## src/rtl/core/cpsl_pkg.sv

```systemverilog
// Shared constants and controller/datapath command and status types.
package cpsl_pkg;

  localparam int MAX_TOTAL_DEF = 512;
  localparam int SYM_W         = 8;
  localparam int BEST_W        = 10;
  localparam int TDATA_IN_W    = 8;
  localparam int TDATA_OUT_W   = 16;

  typedef struct packed {
    logic load;    // store an accepted request
    logic init;    // set up the first diagonal
    logic calc;    // evaluate and write one cell, then advance
    logic finish;  // publish the result and clear the sequence
  } cpsl_cmd_t;

  typedef struct packed {
    logic short_seq;  // fewer than two stored symbols
    logic cell_last;  // current cell closes its diagonal
    logic diag_last;  // current diagonal spans the whole sequence
  } cpsl_status_t;

endpackage

```

## src/rtl/core/cpsl_ctrl.sv

```systemverilog
// Controller: sequences load, diagonal sweep and result hand-off.
module cpsl_ctrl (
  input  logic                  clk,
  input  logic                  rst,
  input  logic                  in_valid,
  input  logic                  in_last,
  output logic                  in_ready,
  input  logic                  out_busy,
  input  cpsl_pkg::cpsl_status_t status,
  output cpsl_pkg::cpsl_cmd_t    cmd
);
  import cpsl_pkg::*;

  typedef enum logic [2:0] {LOAD, START, CELL_RD, CELL_CALC, FINISH} state_t;
  state_t state;

  assign in_ready = (state == LOAD);

  always_comb begin
    cmd = '0;
    unique case (state)
      LOAD:      cmd.load   = in_valid;
      START:     cmd.init   = 1'b1;
      CELL_RD:   ;
      CELL_CALC: cmd.calc   = 1'b1;
      FINISH:    cmd.finish = !out_busy;
      default:   ;
    endcase
  end

  always_ff @(posedge clk) begin
    if (rst) begin
      state <= LOAD;
    end else begin
      unique case (state)
        LOAD:      if (in_valid && in_last) state <= START;
        START:     state <= status.short_seq ? FINISH : CELL_RD;
        CELL_RD:   state <= CELL_CALC;
        CELL_CALC: begin
          if (status.cell_last && status.diag_last) state <= FINISH;
          else state <= CELL_RD;
        end
        FINISH:    if (!out_busy) state <= LOAD;
        default:   state <= LOAD;
      endcase
    end
  end
endmodule

```

## config.mk

```make
export PLATFORM = sky130hd
export DESIGN_NAME = cpsl_ctrl
export DESIGN_NICKNAME = d
export VERILOG_FILES = /design/src/rtl/core/cpsl_pkg.sv /design/src/rtl/core/cpsl_ctrl.sv
export SDC_FILE = /design/constraint.sdc
export NUM_CORES = 1
export LEC_CHECK = 0
export BUFFER_PORTS_ARGS = -buffer_cell sky130_fd_sc_hd__buf_2
export CORE_AREA = 2 2 39 41
export CTS_CLUSTER_SIZE = 10
export DETAILED_ROUTE_END_ITERATION = 16
export DIE_AREA = 0 0 41 43
export SETUP_SLACK_MARGIN = 0.02
export SLEW_MARGIN = 20
export SYNTH_ARGS = -nofsm -noshare
export SYNTH_HDL_FRONTEND = slang
export SYNTH_SLANG_ARGS = --single-unit
```

## constraint.sdc

```tcl
create_clock -name clk -period 2.55 [get_ports clk]
set_input_delay 0.51 -clock clk [delete_from_list [all_inputs] [get_ports clk]]
set_output_delay 0.51 -clock clk [all_outputs]
set_load 0.02 [all_outputs]
```

==> Word-level counts from Yosys, hierarchy flattened <==
Index checks and enable logic that the tools add are counted.
{ "classes": {"n_reduce_logical": 5, "n_eq_ne": 6, "muxes": 9} }
{ "op_table": {"columns": ["op", "n"], "rows": [
  ["case mux 3 bit (5 select lines)", 1],
  ["two-way mux 3 bit", 4],
  ["== test 3 x 2 -> 1 bit, second input constant", 2],
  ["two-way mux 1 bit", 4],
  ["== test 3 x 1 -> 1 bit, second input constant", 1],
  ["== test 3 bit, second input constant", 1],
  ["logical NOT 3 bit", 1],
  ["logical AND 1 bit", 2],
  ["!= test 2 x 1 -> 1 bit, second input constant", 1],
  ["!= test 2 bit, second input constant", 1],
  ["AND reduction 2 bit", 1],
  ["logical NOT 1 bit", 1]
]} }
{ "word_totals": {"reg_bits": 3, "word_cells": 21, "out_inout_bits": 5} }

==> Longest topological paths before layout <==
Gate-level depths: netlist (run 1).
{ "depth": {"depth_word": 3, "ltp_mapped": 4, "depth_no_buf": 3} }

==> Worst setup path after synthesis (run 1) <==
No wires, ideal clock.
{ "synth_path": {"path_type": "register -> output", "startpoint": "register state[1]", "endpoint": "output port cmd[3] in the netlist's numbering", "stages_incl_launch_ff": 4, "required_time_ns": 2.040, "arrival_time_ns": 1.300, "slack_ns": 0.740, "n_path_buf": 1, "cell_sequence": "dfxtp_1 buf_2 nor3_1 and2_1"} }
{ "synth_rtl": {"columns": ["element", "line_no", "text"], "rows": [
  ["start, declared", "cpsl_ctrl.sv:15", "state_t state;"],
  ["start signal, assigned", "cpsl_ctrl.sv:37", "START: state <= status.short_seq ? FINISH : CELL_RD;"],
  ["end, declared", "cpsl_ctrl.sv:10", "output cpsl_pkg::cpsl_cmd_t cmd"]
]} }

==> results.md, run 1 <==
- Layout cells sized above 1: 0.5143
- Area growth from synthesis to layout: 57.04%
- Mean Syn Cell Area: 8.884 µm²
- Final setup vio count: 0
- Largest net degree at the start of global routing: 11
- Synth top area share: 0.3380
- DR pass1 iterations: 1
- F_max: 595.8 MHz
- Most instantiated cells after synthesis: a21oi_1, dfxtp_1, nor3_1, nor3b_1
- Unrepaired setup endpoints after global routing: no
- GRT overflow: 0
- Crit Path Max Fanout: 10
- DR vias/cell: 3.922
- Seq cells post-synth: 3
- Setup Skew: 1.549 ps
- Yosys warns: 0
- Drt total wl: 436 µm
- Die area: 1763 µm²
- Hold_buf cts: 0
- Placement Cell Area: 252.7 µm²
- Post-synth ARST share: 0
- Post-synthesis xor/xnor area fraction: 0
- Vias in the first global route: 188
- Fillers: 161
- Most used flip-flop cell after synthesis: dfxtp_1
- Critical Path RT: 2040 ps
- Clk sinks: 3
- CP Launch Type: flop
- Die height: 43 µm
- Design Area, Final: 279.0 µm²
- Number of flip-flops in the largest register: 3
- Register area share after synthesis: 0.3380
- Power Density: 574.5 nW/µm²
- I/O pin count: 13
- Worst hold path class: primary input to flop
- Critical Path, Cell by Cell: nor3_1 > and2_1 > buf_2
- Row cnt: 14
- Largest stage delay on the critical path: 380 ps
- Clk root buf: clkbuf_4
- Crit path max-delay family: simple AND/OR/NAND/NOR gates
- Mapped Nets: 28
- Mapped Cells: 20
- Quantity of gates resized following cts: 0
- Via count: 200
- Starting density of the core: 0.1284
- Clock slew seen by the registers of the worst setup and hold paths: 40 ps
- P_leak: 0.0001177 µW
- EDFF count, synth: 0
- ANT cells: 0
- Biggest register: state
- Placeable Area: 1384 µm²
- Largest registers: state x3
- Final Hold Slack: 469.6 ps
- Nets: 44
- Final setup TNS: 0 ps
- CTS buffer count: 3
- CP Class: flop to output pin
- CTS max path bufs: 2
- Synth top area cells: dfxtp_1, a21oi_1, nor3b_1, and4bb_2, and3b_2
- RePlAce Congestion: 0.5511
- Tcrit/Tclk final: 0.6582
- Total GRT Usage: 0.06112
- Simple-Gate Fraction of Synth Area: 0.5141
- CTS tree: built
- Area leader, netlist: dfxtp_1
- Slowest CP cell: dfxtp_1
- H-tree depth: 1
- # DRC: 0
- Peak VDD IR: 0.1326 mV
- Die Wd: 41 µm
- Initial antenna violation count: 0
- Util after Layout: 0.2016
- CP Capture Type: output pin
- Iter 0 DRT Violations: 0
- Max-cap violation count: 0
- Worst slew pin tran: 294.8 ps
- CP Buf/Inv Count: 1
- Fin crit period: 1678 ps
- Worst-Skew Late Latency: 230 ps
- Dominant combinational cell family by area after synthesis: simple AND/OR/NAND/NOR gates
- Port Buffers: 12
- Buffer count from post-CTS setup fixing: 0
- Slew headroom: 0.8032
- Flop-to-flop setup slack: 1430 ps
- Worst Path Arrival: 1170 ps
- First-pass GRT wire length: 690 µm
- Post-Syn Area: 177.7 µm²
- Mux share of post-synthesis cell area: 0
- WL per Instance: 8.549 µm
- Compound-gate portion of the synthesized area: 0.1197
- Status: completed
- Adder-Cell Fraction of Synth Area: 0
- Endpoints failing hold: 0
- Distinct cells, synth: 14
- Post-route ant nets: 0
- Final Max Slew Viols: 0
through the flow:
stage / total power (µW) / cells / setup WS, ps
2_1_floorplan: 68.31 / 20 / 740.0
5_1_grt: 175.6 / 51 / 764.1
3_5_place_dp: 80.33 / 47 / 973.3
4_1_cts: 167.1 / 51 / 842.0
3_3_place_gp: 80.31 / 47 / 979.6
6_report: 160.3 / 51 / 871.7
routing by layer:
layer,part of all wire,track usage
met1,0.49,0.07029
met4,0,0.06000
met3,0.071,0.03141
met2,0.43,0.07500
met5,0,0
logic make-up (layout without fill, tap and decap cells):
group | Yosys count | in the layout
DFF | 3 | 3
and+or+nand+nor | 12 | 12
AOI/OAI and AO/OA | 4 | 4
buffers and inverters | 1 | 16
worst register-to-register path, delay by kind of cell, from the launching register on:
family / cells / cell delay, ps
AND/OR/NAND/NOR: 2 / 470
AO/OA/AOI/OAI: 1 / 120
flip-flops: 1 / 470
layout by cell type (no fill, tap or decap):
| cell | synthesis | routed |
|---|---|---|
| nor3_1 | 2 | 2 |
| clkbuf_4 | 0 | 3 |
| and3b_2 | 1 | 1 |
| a31oi_1 | 1 | 1 |
| nor4b_1 | 1 | 1 |
| nor4_1 | 1 | 1 |
| or3b_1 | 1 | 1 |
| buf_2 | 1 | 12 |
| and4bb_2 | 1 | 1 |
| nor2_1 | 1 | 1 |
| nand3_2 | 1 | 1 |
| a21oi_1 | 3 | 3 |
| clkbuf_1 | 0 | 1 |
| and2_1 | 1 | 1 |
| dfxtp_1 | 3 | 3 |
| nor3b_1 | 2 | 2 |
report_power, final:
part / switching, µW / internal (µW)
Clock: 22.4 / 58.5
Combinational: 13.3 / 12.2
Sequential: 4.59 / 49.4
Total: 40.2 / 120
area by class of cell:
cell class              instances  area [µm²]  area share
multi-input cells              16       112.6      0.4036
flip-flops and latches          3       60.06      0.2152
repair buffers                 12       60.06      0.2152
clock buffers                   4       26.28     0.09417
well taps                      16       20.02     0.07175
worst paths after layout:
| kind | startpoint | end | cells past startpoint |
|---|---|---|---|
| max | state[1] | cmd[3] | 3 |
| min | rst | state[2] | 2 |
| max reg2reg | state[0] | state[2] | 3 |
| min reg2reg | state[2] | state[1] | 1 |
Note: power is estimated with default switching activity, not from simulation.
==> run 2: changes to the inputs <==
==> constraint.sdc (replaced) <==
create_clock -name clk -period 1.46 [get_ports clk]
set_input_delay 0.292 -clock clk [delete_from_list [all_inputs] [get_ports clk]]
set_output_delay 0.292 -clock clk [all_outputs]
set_load 0.02 [all_outputs]
==> run 2 against run 1 <==
  * Cell count unchanged
  * Register-to-register slack worse by 1000 ps
  * Power up 84%
  * Utilization up 2.5 points
  * Design area up 13%
  * Critical path type unchanged
==> results.md, run 2 (synthesis gave the netlist of run 1 again) <==
- Clock slew seen by the registers of the worst setup and hold paths: 40 ps
- Buffer count from post-CTS setup fixing: 0
- Crit Path Max Fanout: 10
- Die area: 1763 µm²
- Setup Skew: 4.393 ps
- First-pass GRT wire length: 855 µm
- Power Density: 940.2 nW/µm²
- Critical Path RT: 1170 ps
- Biggest register: state
- CTS tree: built
- Clk root buf: clkbuf_4
- Worst slew pin tran: 245.6 ps
- Endpoints failing hold: 0
- # DRC: 0
- Largest registers: state x3
- Worst R2R End: state[2]
- Port Buffers: 12
- Final setup TNS: 0 ps
- R2R cell count: 3
- Reg2Reg Launch Point: state[0]
- DR pass1 iterations: 1
- Total GRT Usage: 0.07731
- WL per Instance: 9.431 µm
- Largest net degree at the start of global routing: 11
- Final setup vio count: 0
- Via count: 206
- Vias in the first global route: 216
- Min-Delay Startpoint: rst
- Flop-to-flop setup slack: 380 ps
- CP Class: flop to output pin
- Critical Path Start: state[1]
- DR vias/cell: 4.039
- Commonest non-fill, non-tap cells in the layout: buf_2, a21oi_1, clkbuf_4
- Layout cells sized above 1: 0.6571
- Slew headroom: 0.8348
- F_max: 731.0 MHz
- GRT overflow: 0
- Worst-Skew Late Latency: 240 ps
- Area growth from synthesis to layout: 76.76%
- Commonest non-fill, non-tap cell in the layout: buf_2
- Final Max Slew Viols: 0
- Initial antenna violation count: 0
- Worst hold path class: primary input to flop
- Row cnt: 14
- Starting density of the core: 0.1284
- Die height: 43 µm
- Nets: 44
- Die Wd: 41 µm
- Status: completed
- Design Area, Final: 314.1 µm²
- Number of flip-flops in the largest register: 3
- Fin crit period: 1368 ps
- Worst Path Arrival: 1080 ps
- Iter 0 DRT Violations: 0
- Max-cap violation count: 0
- Placeable Area: 1384 µm²
- Post-route ant nets: 0
- Tcrit/Tclk final: 0.9370
- ANT cells: 0
- I/O pin count: 13
- Setup crit end: cmd[0]
- CP Capture Type: output pin
- CTS buffer count: 3
- P_leak: 0.0001260 µW
- Placement Cell Area: 264.0 µm²
- Unrepaired setup endpoints after global routing: no
- Clk sinks: 3
- CTS max path bufs: 2
- H-tree depth: 1
- Drt total wl: 481 µm
- RePlAce Congestion: 0.6909
- CP Launch Type: flop
- Peak VDD IR: 0.2155 mV
[run 2: through the flow]
stage	std cells	worst slack, ps	power [µW]	utilization	hold WS, ps
after floorplan	20	69.27	121.4	-	361.1
after global placement	47	276.8	142.6	0.1908	489.6
after detailed placement	47	267.5	143.4	0.1908	488.3
after CTS	51	56.95	300.0	0.2125	225.1
after global routing	51	28.31	309.9	0.2269	247.0
final	51	91.97	295.3	0.2269	234.1
[run 2: worst min path at each step]
| stage | end | slack [ps] | cells past startpoint |
|---|---|---|---|
| after floorplan | state[2] | 360 | 1 |
| after global placement | state[2] | 490 | 2 |
| after detailed placement | state[2] | 490 | 2 |
| after CTS | state[2] | 230 | 2 |
| after global routing | state[2] | 250 | 2 |
| final | state[2] | 230 | 2 |
[run 2: power breakdown]
part | switching [µW] | internal (µW)
logic | 24.6 | 26.1
clock network | 45.1 | 103
registers | 11.1 | 85.9
[run 2: repair_timing]
item	in CTS	in global routing
hold buffers	0	0
endpoints found under the setup margin	3	2
resized for setup	3	4
[run 2: cell type report]
type | instances | area [µm²]
fillers | 158 | 1070
multi-input cells | 16 | 138.9
flip-flops and latches | 3 | 66.31
repair buffers | 12 | 62.56
clock buffers | 4 | 26.28
well taps | 16 | 20.02
[run 2: worst max-delay path: stages, from the launching register on]
cell and delay, ps:
dfxtp_4 380, nor4b_4 260, buf_2 200
[run 2: per-layer routing]
metal  vias up  part of all wire  track usage
met5         -                 0            0
met4         0             0.033       0.1000
met3         2              0.11      0.02094
met2        10              0.47       0.1031
met1        86              0.38      0.08039
li1        108                 -            -
